$ cat src/ghm_pkg.sv
// ----------------------------------------------------------------------------
// ghm_pkg: shared types and constants of the grouped histogram mode block
// Field widths of the request and result ports, and the command and status
// bundles that pass between the controller and the datapath.
// ----------------------------------------------------------------------------
package ghm_pkg;

    localparam int GROUP_W       = 3;
    localparam int ALLELE_W      = 8;
    localparam int GROUP_COUNT_W = 4;
    localparam int MAJOR_W       = 4;

    localparam logic [GROUP_COUNT_W-1:0] GROUP_COUNT_RESET = 4'd8;

    // Commands from the controller to the datapath.
    typedef struct packed {
        logic load;          // capture the request fields and start the counter read
        logic inc;           // write back the incremented counter
        logic sweep;         // read and zero one counter per cycle
        logic emit;          // the current sweep reports results
        logic clear_dropped; // the record is finished
    } ghm_cmd_t;

    // Status from the datapath to the controller.
    typedef struct packed {
        logic item_eor;      // the captured request ends a record
        logic sweep_last;    // the sweep is at its final counter
    } ghm_status_t;

endpackage

$ cat src/ghm_ctrl.sv
// ----------------------------------------------------------------------------
// ghm_ctrl: sequencing state machine
// Steps each request through its counter update and, at record end, through
// the sweep that reports and clears every counter.
// ----------------------------------------------------------------------------
module ghm_ctrl
    import ghm_pkg::*;
(
    input  logic        clk,
    input  logic        rst_n,
    input  logic        start,
    input  ghm_status_t status,
    output ghm_cmd_t    cmd,
    output logic        busy
);

    typedef enum logic [1:0] {
        S_IDLE,
        S_INC,
        S_SWEEP,
        S_DRAIN
    } state_t;

    state_t state_reg;
    state_t state_next;
    logic   busy_reg;
    logic   busy_next;
    logic   emit_reg;
    logic   emit_next;

    always_comb
    begin
        state_next = state_reg;
        emit_next  = emit_reg;
        case (state_reg)
            S_IDLE:
            begin
                if (start)
                begin
                    state_next = S_INC;
                end
            end
            S_INC:
            begin
                if (status.item_eor)
                begin
                    state_next = S_SWEEP;
                    emit_next  = 1'b1;
                end
                else
                begin
                    state_next = S_IDLE;
                end
            end
            S_SWEEP:
            begin
                if (status.sweep_last)
                begin
                    state_next = S_DRAIN;
                end
            end
            S_DRAIN:
            begin
                state_next = S_IDLE;
                emit_next  = 1'b0;
            end
            default:
            begin
                state_next = S_IDLE;
                emit_next  = 1'b0;
            end
        endcase
        busy_next = (state_next != S_IDLE);
    end

    // The reset state is a sweep without results, which zeroes the counters.
    always_ff @(posedge clk or negedge rst_n)
    begin
        if (!rst_n)
        begin
            state_reg <= S_SWEEP;
            busy_reg  <= 1'b1;
            emit_reg  <= 1'b0;
        end
        else
        begin
            state_reg <= state_next;
            busy_reg  <= busy_next;
            emit_reg  <= emit_next;
        end
    end

    always_comb
    begin
        cmd.load          = start && (state_reg == S_IDLE);
        cmd.inc           = (state_reg == S_INC);
        cmd.sweep         = (state_reg == S_SWEEP);
        cmd.emit          = emit_reg;
        cmd.clear_dropped = (state_reg == S_DRAIN) && emit_reg;
    end

    assign busy = busy_reg;

endmodule

$ cat src/ghm_datapath.sv
// ----------------------------------------------------------------------------
// ghm_datapath: counter memory, update path and argmax scan
// Holds the per-group allele counters in one memory, performs the
// saturating read-modify-write for each request and runs the sweep that
// finds each group's most frequent allele while zeroing the counters.
// ----------------------------------------------------------------------------
module ghm_datapath
    import ghm_pkg::*;
#(
    parameter int MAX_GROUPS  = 8,
    parameter int MAX_ALLELES = 16,
    parameter int COUNT_WIDTH = 16
)
(
    input  logic                     clk,
    input  logic                     rst_n,
    input  logic [GROUP_W-1:0]       group,
    input  logic [ALLELE_W-1:0]      allele,
    input  logic                     end_of_record,
    input  logic                     cfg_wr_en,
    input  logic [GROUP_COUNT_W-1:0] cfg_wr_data,
    input  ghm_cmd_t                 cmd,
    output ghm_status_t              status,
    output logic                     result_strobe,
    output logic [GROUP_W-1:0]       group_index,
    output logic [MAJOR_W-1:0]       major_allele,
    output logic                     dropped,
    output logic                     last
);

    localparam int GW        = (MAX_GROUPS > 1) ? $clog2(MAX_GROUPS) : 1;
    localparam int AW        = $clog2(MAX_ALLELES);
    localparam int MEM_DEPTH = 2 ** (GW + AW);
    localparam int NW0       = $clog2(MAX_GROUPS + 1);
    localparam int NW        = (NW0 > GROUP_COUNT_W) ? NW0 : GROUP_COUNT_W;
    localparam int AXW       = ALLELE_W + 1;

    logic [COUNT_WIDTH-1:0]   count_mem [0:MEM_DEPTH-1];

    logic [GROUP_COUNT_W-1:0] group_count_reg;
    logic                     dropped_reg;

    logic [GW-1:0]            item_row_reg;
    logic [AW-1:0]            item_col_reg;
    logic                     item_ok_reg;
    logic                     item_drop_reg;
    logic                     item_eor_reg;

    logic [GW-1:0]            sweep_row_reg;
    logic [GW-1:0]            sweep_row_next;
    logic [AW-1:0]            sweep_col_reg;
    logic [AW-1:0]            sweep_col_next;

    logic [COUNT_WIDTH-1:0]   rd_data_reg;
    logic [GW+AW-1:0]         rd_addr;
    logic [GW+AW-1:0]         item_addr;
    logic                     wr_en;
    logic [GW+AW-1:0]         wr_addr;
    logic [COUNT_WIDTH-1:0]   wr_data;

    logic                     st_valid_reg;
    logic                     st_emit_reg;
    logic [GW-1:0]            st_row_reg;
    logic [AW-1:0]            st_col_reg;

    logic [COUNT_WIDTH-1:0]   best_cnt_reg;
    logic [COUNT_WIDTH-1:0]   best_cnt_next;
    logic [AW-1:0]            best_idx_reg;
    logic [AW-1:0]            best_idx_next;

    logic [NW-1:0]            gc_ext;
    logic [NW-1:0]            n_eff;
    logic                     row_end;
    logic                     row_reported;
    logic                     row_last;

    logic                     strobe_reg;
    logic [GROUP_W-1:0]       group_index_reg;
    logic [MAJOR_W-1:0]       major_reg;
    logic                     dropped_out_reg;
    logic                     last_reg;

    logic                     in_group_ok;
    logic                     in_allele_ok;

    // Request decode.
    assign in_group_ok  = NW'(group) < NW'(MAX_GROUPS);
    assign in_allele_ok = AXW'(allele) < AXW'(MAX_ALLELES);
    assign item_addr    = {GW'(group), AW'(allele)};

    always_ff @(posedge clk or negedge rst_n)
    begin
        if (!rst_n)
        begin
            group_count_reg <= GROUP_COUNT_RESET;
        end
        else if (cfg_wr_en)
        begin
            group_count_reg <= cfg_wr_data;
        end
    end

    always_ff @(posedge clk)
    begin
        if (cmd.load)
        begin
            item_row_reg  <= GW'(group);
            item_col_reg  <= AW'(allele);
            item_ok_reg   <= in_group_ok && in_allele_ok;
            item_drop_reg <= !in_allele_ok;
            item_eor_reg  <= end_of_record;
        end
    end

    always_ff @(posedge clk or negedge rst_n)
    begin
        if (!rst_n)
        begin
            dropped_reg <= 1'b0;
        end
        else if (cmd.clear_dropped)
        begin
            dropped_reg <= 1'b0;
        end
        else if (cmd.inc && item_drop_reg)
        begin
            dropped_reg <= 1'b1;
        end
    end

    // Sweep address: allele in the low counter, group in the high one.
    always_comb
    begin
        sweep_row_next = sweep_row_reg;
        sweep_col_next = sweep_col_reg + AW'(1);
        if (sweep_col_reg == AW'(MAX_ALLELES - 1))
        begin
            sweep_col_next = '0;
            if (sweep_row_reg == GW'(MAX_GROUPS - 1))
            begin
                sweep_row_next = '0;
            end
            else
            begin
                sweep_row_next = sweep_row_reg + GW'(1);
            end
        end
    end

    always_ff @(posedge clk or negedge rst_n)
    begin
        if (!rst_n)
        begin
            sweep_row_reg <= '0;
            sweep_col_reg <= '0;
        end
        else if (cmd.sweep)
        begin
            sweep_row_reg <= sweep_row_next;
            sweep_col_reg <= sweep_col_next;
        end
    end

    // Counter memory: one read and one write port, registered read data.
    always_comb
    begin
        rd_addr = cmd.sweep ? {sweep_row_reg, sweep_col_reg} : item_addr;
        wr_en   = 1'b0;
        wr_addr = {item_row_reg, item_col_reg};
        wr_data = rd_data_reg;
        if (cmd.sweep)
        begin
            wr_en   = 1'b1;
            wr_addr = {sweep_row_reg, sweep_col_reg};
            wr_data = '0;
        end
        else if (cmd.inc && item_ok_reg)
        begin
            wr_en = 1'b1;
            if (rd_data_reg != '1)
            begin
                wr_data = rd_data_reg + COUNT_WIDTH'(1);
            end
        end
    end

    always_ff @(posedge clk)
    begin
        rd_data_reg <= count_mem[rd_addr];
        if (wr_en)
        begin
            count_mem[wr_addr] <= wr_data;
        end
    end

    // Compare stage, fed by the registered sweep read data.
    always_ff @(posedge clk or negedge rst_n)
    begin
        if (!rst_n)
        begin
            st_valid_reg <= 1'b0;
            st_emit_reg  <= 1'b0;
        end
        else
        begin
            st_valid_reg <= cmd.sweep;
            st_emit_reg  <= cmd.sweep && cmd.emit;
        end
    end

    always_ff @(posedge clk)
    begin
        st_row_reg <= sweep_row_reg;
        st_col_reg <= sweep_col_reg;
    end

    always_comb
    begin
        best_cnt_next = best_cnt_reg;
        best_idx_next = best_idx_reg;
        if (st_col_reg == '0)
        begin
            best_cnt_next = rd_data_reg;
            best_idx_next = '0;
        end
        else if (rd_data_reg > best_cnt_reg)
        begin
            best_cnt_next = rd_data_reg;
            best_idx_next = st_col_reg;
        end
    end

    always_ff @(posedge clk)
    begin
        if (st_valid_reg)
        begin
            best_cnt_reg <= best_cnt_next;
            best_idx_reg <= best_idx_next;
        end
    end

    // A group count of zero reports one group; a large one is capped.
    always_comb
    begin
        gc_ext = NW'(group_count_reg);
        if (gc_ext == '0)
        begin
            n_eff = NW'(1);
        end
        else if (gc_ext > NW'(MAX_GROUPS))
        begin
            n_eff = NW'(MAX_GROUPS);
        end
        else
        begin
            n_eff = gc_ext;
        end
    end

    assign row_end      = st_col_reg == AW'(MAX_ALLELES - 1);
    assign row_reported = NW'(st_row_reg) < n_eff;
    assign row_last     = NW'(st_row_reg) == (n_eff - NW'(1));

    always_ff @(posedge clk or negedge rst_n)
    begin
        if (!rst_n)
        begin
            strobe_reg <= 1'b0;
        end
        else
        begin
            strobe_reg <= st_valid_reg && st_emit_reg && row_end && row_reported;
        end
    end

    always_ff @(posedge clk)
    begin
        if (st_valid_reg && row_end)
        begin
            group_index_reg <= GROUP_W'(st_row_reg);
            major_reg       <= MAJOR_W'(best_idx_next);
            dropped_out_reg <= dropped_reg;
            last_reg        <= row_last;
        end
    end

    assign status.item_eor   = item_eor_reg;
    assign status.sweep_last = (sweep_row_reg == GW'(MAX_GROUPS - 1))
                            && (sweep_col_reg == AW'(MAX_ALLELES - 1));

    assign result_strobe = strobe_reg;
    assign group_index   = group_index_reg;
    assign major_allele  = major_reg;
    assign dropped       = dropped_out_reg;
    assign last          = last_reg;

endmodule

$ cat src/grouped_histogram_mode.sv
// ----------------------------------------------------------------------------
// grouped_histogram_mode: per-group most frequent allele over a record
// Counts allele calls per sample group and, at each record end, reports
// the allele with the highest count for every configured group.
// ----------------------------------------------------------------------------
// Usage. A request (group, allele, end_of_record) is taken at a rising edge
// where start is high and busy is low. Each request increments the counter
// of its group and allele, saturating at the top of COUNT_WIDTH bits. An
// allele at or beyond MAX_ALLELES is not counted and marks the record as
// dropped. The one register, group_count, is written through cfg_wr_en and
// cfg_wr_data; the user must write it only while the block is idle, as the
// block itself does not enforce this. It resets to eight groups.
// Timing. An ordinary request keeps busy high while its counter is read
// and then written back, so the block takes no new request before it is
// through with the last one. A request that ends a record starts a sweep
// over all MAX_GROUPS * MAX_ALLELES counters in the counter memory, one
// counter per cycle, which finds each group's maximum (lowest allele on a
// tie, allele 0 for an empty group) and zeroes the counter behind it. Busy
// stays high through the sweep and the drain state that follows it. The
// results come group by group in ascending order; each result is shown
// for one cycle with result_strobe high and last marks the final one.
// The receiver cannot stall. After reset the same sweep runs once without
// results to zero the memory, with busy high.
// ----------------------------------------------------------------------------
module grouped_histogram_mode
    import ghm_pkg::*;
#(
    parameter int MAX_GROUPS  = 8,
    parameter int MAX_ALLELES = 16,
    parameter int COUNT_WIDTH = 16
)
(
    input  logic                     clk,
    input  logic                     rst_n,
    input  logic                     start,
    output logic                     busy,
    input  logic [GROUP_W-1:0]       group,
    input  logic [ALLELE_W-1:0]      allele,
    input  logic                     end_of_record,
    input  logic                     cfg_wr_en,
    input  logic [GROUP_COUNT_W-1:0] cfg_wr_data,
    output logic                     result_strobe,
    output logic [GROUP_W-1:0]       group_index,
    output logic [MAJOR_W-1:0]       major_allele,
    output logic                     dropped,
    output logic                     last
);

    ghm_cmd_t    cmd;
    ghm_status_t status;

    // The controller sequences the update and the sweep.
    ghm_ctrl u_ctrl (
        .clk    (clk),
        .rst_n  (rst_n),
        .start  (start),
        .status (status),
        .cmd    (cmd),
        .busy   (busy)
    );

    // The datapath owns the counters, the register and the result stage.
    ghm_datapath #(
        .MAX_GROUPS  (MAX_GROUPS),
        .MAX_ALLELES (MAX_ALLELES),
        .COUNT_WIDTH (COUNT_WIDTH)
    ) u_datapath (
        .clk           (clk),
        .rst_n         (rst_n),
        .group         (group),
        .allele        (allele),
        .end_of_record (end_of_record),
        .cfg_wr_en     (cfg_wr_en),
        .cfg_wr_data   (cfg_wr_data),
        .cmd           (cmd),
        .status        (status),
        .result_strobe (result_strobe),
        .group_index   (group_index),
        .major_allele  (major_allele),
        .dropped       (dropped),
        .last          (last)
    );

    // A taken request always makes the block busy on the next cycle.
    a_accept_busy: assert property (@(posedge clk) disable iff (!rst_n)
        (start && !busy) |=> busy)
        else $error("busy not raised after a request was taken");

    // Results only come out of a sweep, which runs with busy high.
    a_result_in_sweep: assert property (@(posedge clk) disable iff (!rst_n)
        result_strobe |-> $past(busy))
        else $error("result outside of a sweep");

    // The last result of a record is not followed directly by another.
    a_last_ends: assert property (@(posedge clk) disable iff (!rst_n)
        (result_strobe && last) |=> !result_strobe)
        else $error("result right after the last one");

    // Results of one record come one group scan apart.
    a_result_spacing: assert property (@(posedge clk) disable iff (!rst_n)
        (result_strobe && !last) |-> ##MAX_ALLELES result_strobe)
        else $error("next group result missing");

endmodule
$ cat config.mk
export PLATFORM = sky130hd
export DESIGN_NAME = grouped_histogram_mode
export DESIGN_NICKNAME = d
export VERILOG_FILES = /design/src/ghm_pkg.sv /design/src/ghm_ctrl.sv /design/src/ghm_datapath.sv /design/src/grouped_histogram_mode.sv
export SDC_FILE = /design/constraint.sdc
export NUM_CORES = 2
export LEC_CHECK = 0
export BUFFER_PORTS_ARGS = -buffer_cell sky130_fd_sc_hd__buf_2
export CORE_ASPECT_RATIO = 1.5
export CORE_MARGIN = 4
export CORE_UTILIZATION = 45
export CTS_CLUSTER_SIZE = 40
export DETAILED_ROUTE_END_ITERATION = 8
export PLACE_DENSITY = 0.63
export SETUP_SLACK_MARGIN = 0.05
export SYNTH_ARGS = -nofsm -noshare
export SYNTH_HDL_FRONTEND = slang
export SYNTH_SLANG_ARGS = --single-unit
$ cat constraint.sdc
create_clock -name clk -period 22.5 [get_ports clk]
set_clock_uncertainty 0.05 [all_clocks]
set_input_delay 4.5 -clock clk [delete_from_list [all_inputs] [get_ports clk]]
set_output_delay 4.5 -clock clk [all_outputs]
set_load 0.03 [all_outputs]
==> impl_metrics.py <==
metrics = {
    "detailed_routing": {
        "routedWlPerCell_um": 32.4,
        "viasPerCell": 6.08,
        "finalWirelength_um": 230000,
        "ant_nets": 0,
        "route.detailed.drc": 0,
        "vias": 43200,
        "dr.pass1.iters": 6,
        "first_iter_violations": 4739,
    },
    "worst_setup_path": {
        "cp_max_fo": 82,
        "cp-startpoint": "allele[1]",
        "startpoint_type": "primary input",
        "criticalPathCategory": "in -> reg",
        "crit_arrival_ns": 8.93,
        "end_kind": "flip-flop",
        "rr_startpoint": "u_ctrl.state_reg[0]",
        "critPathRequiredTime_ns": 23.10,
    },
    "synth": {
        "synth_top_area_share": 0.761,
        "synth_cell_types": 76,
        "synth_cells": 4303,
        "synth-edff-count": 2087,
        "synth_flop_cell": "edfxtp_1",
        "ys_seq_area_frac": 0.772,
        "ys_async_sr_fraction": 0.00892,
        "syn_nets": 4347,
        "netlist_area_mm2": 0.0824,
        "synth_seq_cells": 2129,
        "syn_avg_cell_area_um2": 19.2,
        "synthTopCellsByArea": "edfxtp_1 (76%), mux4_2 (9.3%), nand2_1 (1.9%)",
        "yosysWarnings": 0,
        "yosysTopAreaCell": "edfxtp_1",
    },
    "power": {
        "leakage_nw": 29.7,
        "powerDensity_mw_per_mm2": 122,
        "vdd.ir_drop.worst_v": 0.000127,
        "p_total_mw": 11.3,
    },
    "global_route": {
        "grt_max_degree": 108,
        "grt.total_usage": 0.240,
        "overflow": 0,
        "grt_pass1_wl_um": 324000,
        "grt_pass1_vias": 43200,
        "antenna_found_initial": 12,
    },
    "sta": {
        "fmaxAchievable_ghz": 0.120,
        "hold_viol": 0,
        "slew_violations": 0,
        "worstMarginPinSlew_ns": 1.35,
        "rsz0062_at_grt": "false",
        "fin_crit_sh": 0.370,
        "setup_violations": 0,
        "fin_tns_setup_ns": 0,
        "slew_headroom": 0.100,
        "min_period_ns": 8.33,
    },
    "clock_network": {
        "clockBufferDepth": 4,
        "root_buffer": "clkbuf_16",
        "tritoncts": "done",
        "postCtsSetupRepairBufs": 0,
        "cts_resized": 0,
        "holdBufCountCts": 0,
        "cts_buffers": 192,
        "cts.sinks": 2129,
        "insertion_delay_ns": 0.86,
        "htreeDepth": 4,
        "clk_pin_slew_worst_paths_ns": 0.06,
    },
    "die": {
        "io-pin-count": 31,
        "num_rows": 192,
        "die_area_mm2": 0.190,
        "core_mm2": 0.182,
        "start_util": 0.452,
        "die_y_um": 532,
        "die_w_um": 357,
    },
    "placed_design": {
        "place_hpwl_um": 141000,
        "globalplace.congestion": 0.901,
        "port_buffers": 30,
    },
    "layout": {
        "syn_to_final_growth_pct": 12.4,
        "largest_reg_flops": 2048,
        "drive_gt1_frac": 0.219,
        "nets": 4571,
    },
    "flow_run": {
        "maxCapViolCount": 0,
    },
    "hold_path": {
        "worstHoldStart": "u_datapath.st_row_reg[0]",
        "hp-class": "reg -> reg",
    },
    "outcome": {
        "outcome": "finished clean",
    },
}
[power breakdown]
part,internal (mW),leakage (nW),switching (mW)
Combinational,0.816,7.39,2.07
Sequential,5.12,19.4,0.0736
Clock,1.78,2.91,1.41
[cell families (layout without fill, tap and decap cells)]
logic type	count (synthesis)	after routing	synth area share
AND/OR/NAND/NOR	909	909	0.0490
other	0	3	0
flip-flops	2129	2129	0.772
buffers and inverters	254	626	0.0146
XOR/XNOR	14	14	0.00149
AO/OA/AOI/OAI	396	396	0.0356
adder cells (fa/ha/maj)	24	24	0.00364
multiplexers	577	577	0.124
[layout make-up]
cell class	count	area, um2
diodes	3	7.51
clock buffers	250	5100
clock inverters	92	885
well taps	2425	3030
inverters	33	124
repair buffers	251	1860
multi-input cells	1920	18000
flip-flops and latches	2129	63600
fillers	14400	89700
[routing by layer]
metal,wire length [um],up-vias,GRT usage
met4,18700,4,0.159
met3,16200,569,0.0372
met2,116000,1990,0.406
li1,-,17900,-
met5,25,-,0
met1,79400,22700,0.285
[per-stage QoR]
| stage | instances | utilization | hold WS [ns] | setup slack [ns] | instance area [um2] |
|---|---|---|---|---|---|
| finish | 7103 | 0.508 | 0.411 | 14.17 | 92600 |
| global route | 7101 | 0.508 | 0.435 | 13.94 | 92600 |
| CTS | 7100 | 0.508 | 0.423 | 14.21 | 92600 |
| detailed placement | 6758 | 0.475 | 0.404 | 13.37 | 86600 |
| global placement | 6758 | 0.475 | 0.407 | 13.38 | 86600 |
| floorplan | 4303 | - | 0.322 | 14.15 | 82400 |
[cell usage after synthesis, drive strengths merged, types with 5 or more instances]
master,n
o211ai,13
and3,29
clkbuf,93
o31ai,16
nor2,189
a32oi,23
a221o,13
xor2,8
inv,33
edfxtp,2087
a21oi,18
mux4,342
nor4,6
dfrtp,16
xnor2,6
a32o,17
a21o,7
o22ai,59
mux2i,138
buf,128
a41o,13
o21ai,41
nand4,53
ha,24
nand3,153
a22oi,122
mux2,97
nand3b,6
nor3,22
nand2b,6
a31oi,20
a221oi,5
nand2,419
dfxtp,23
[worst max-delay path, stage by stage]
cell and delay, ns:
buf_2 0.13, mux2_8 0.62, buf_12 0.54, buf_4 0.64, buf_4 0.66, mux4_2 0.58
a22oi_1 0.26, nand4_1 0.12, nor2_1 0.43, o211ai_1 0.16
[final timing paths]
path                                                   to  slack, ns  cells past startpoint
worst max-delay path            u_datapath.rd_data_reg[7]      14.17                     10
worst min-delay path            u_datapath.group_index[0]       0.41                      0
worst max register to register  u_datapath.rd_data_reg[7]      16.60                     10
worst min register to register  u_datapath.group_index[0]       0.41                      0
max in group asynchronous                     u_ctrl.busy      18.44                      1
min in group asynchronous            u_datapath.gc_ext[1]       3.59                      1
[cells in the final DEF (no fill, tap or decap), drive strengths merged, types with 65 or more instances in the layout]
cell type	netlist	routed
clkinv	0	65
mux4	342	342
buf	128	251
nand2	419	419
clkbuf	93	250
nor2	189	189
a22oi	122	122
edfxtp	2087	2087
nand3	153	153
mux2i	138	138
mux2	97	97
Power figures use the tool's default switching activity.
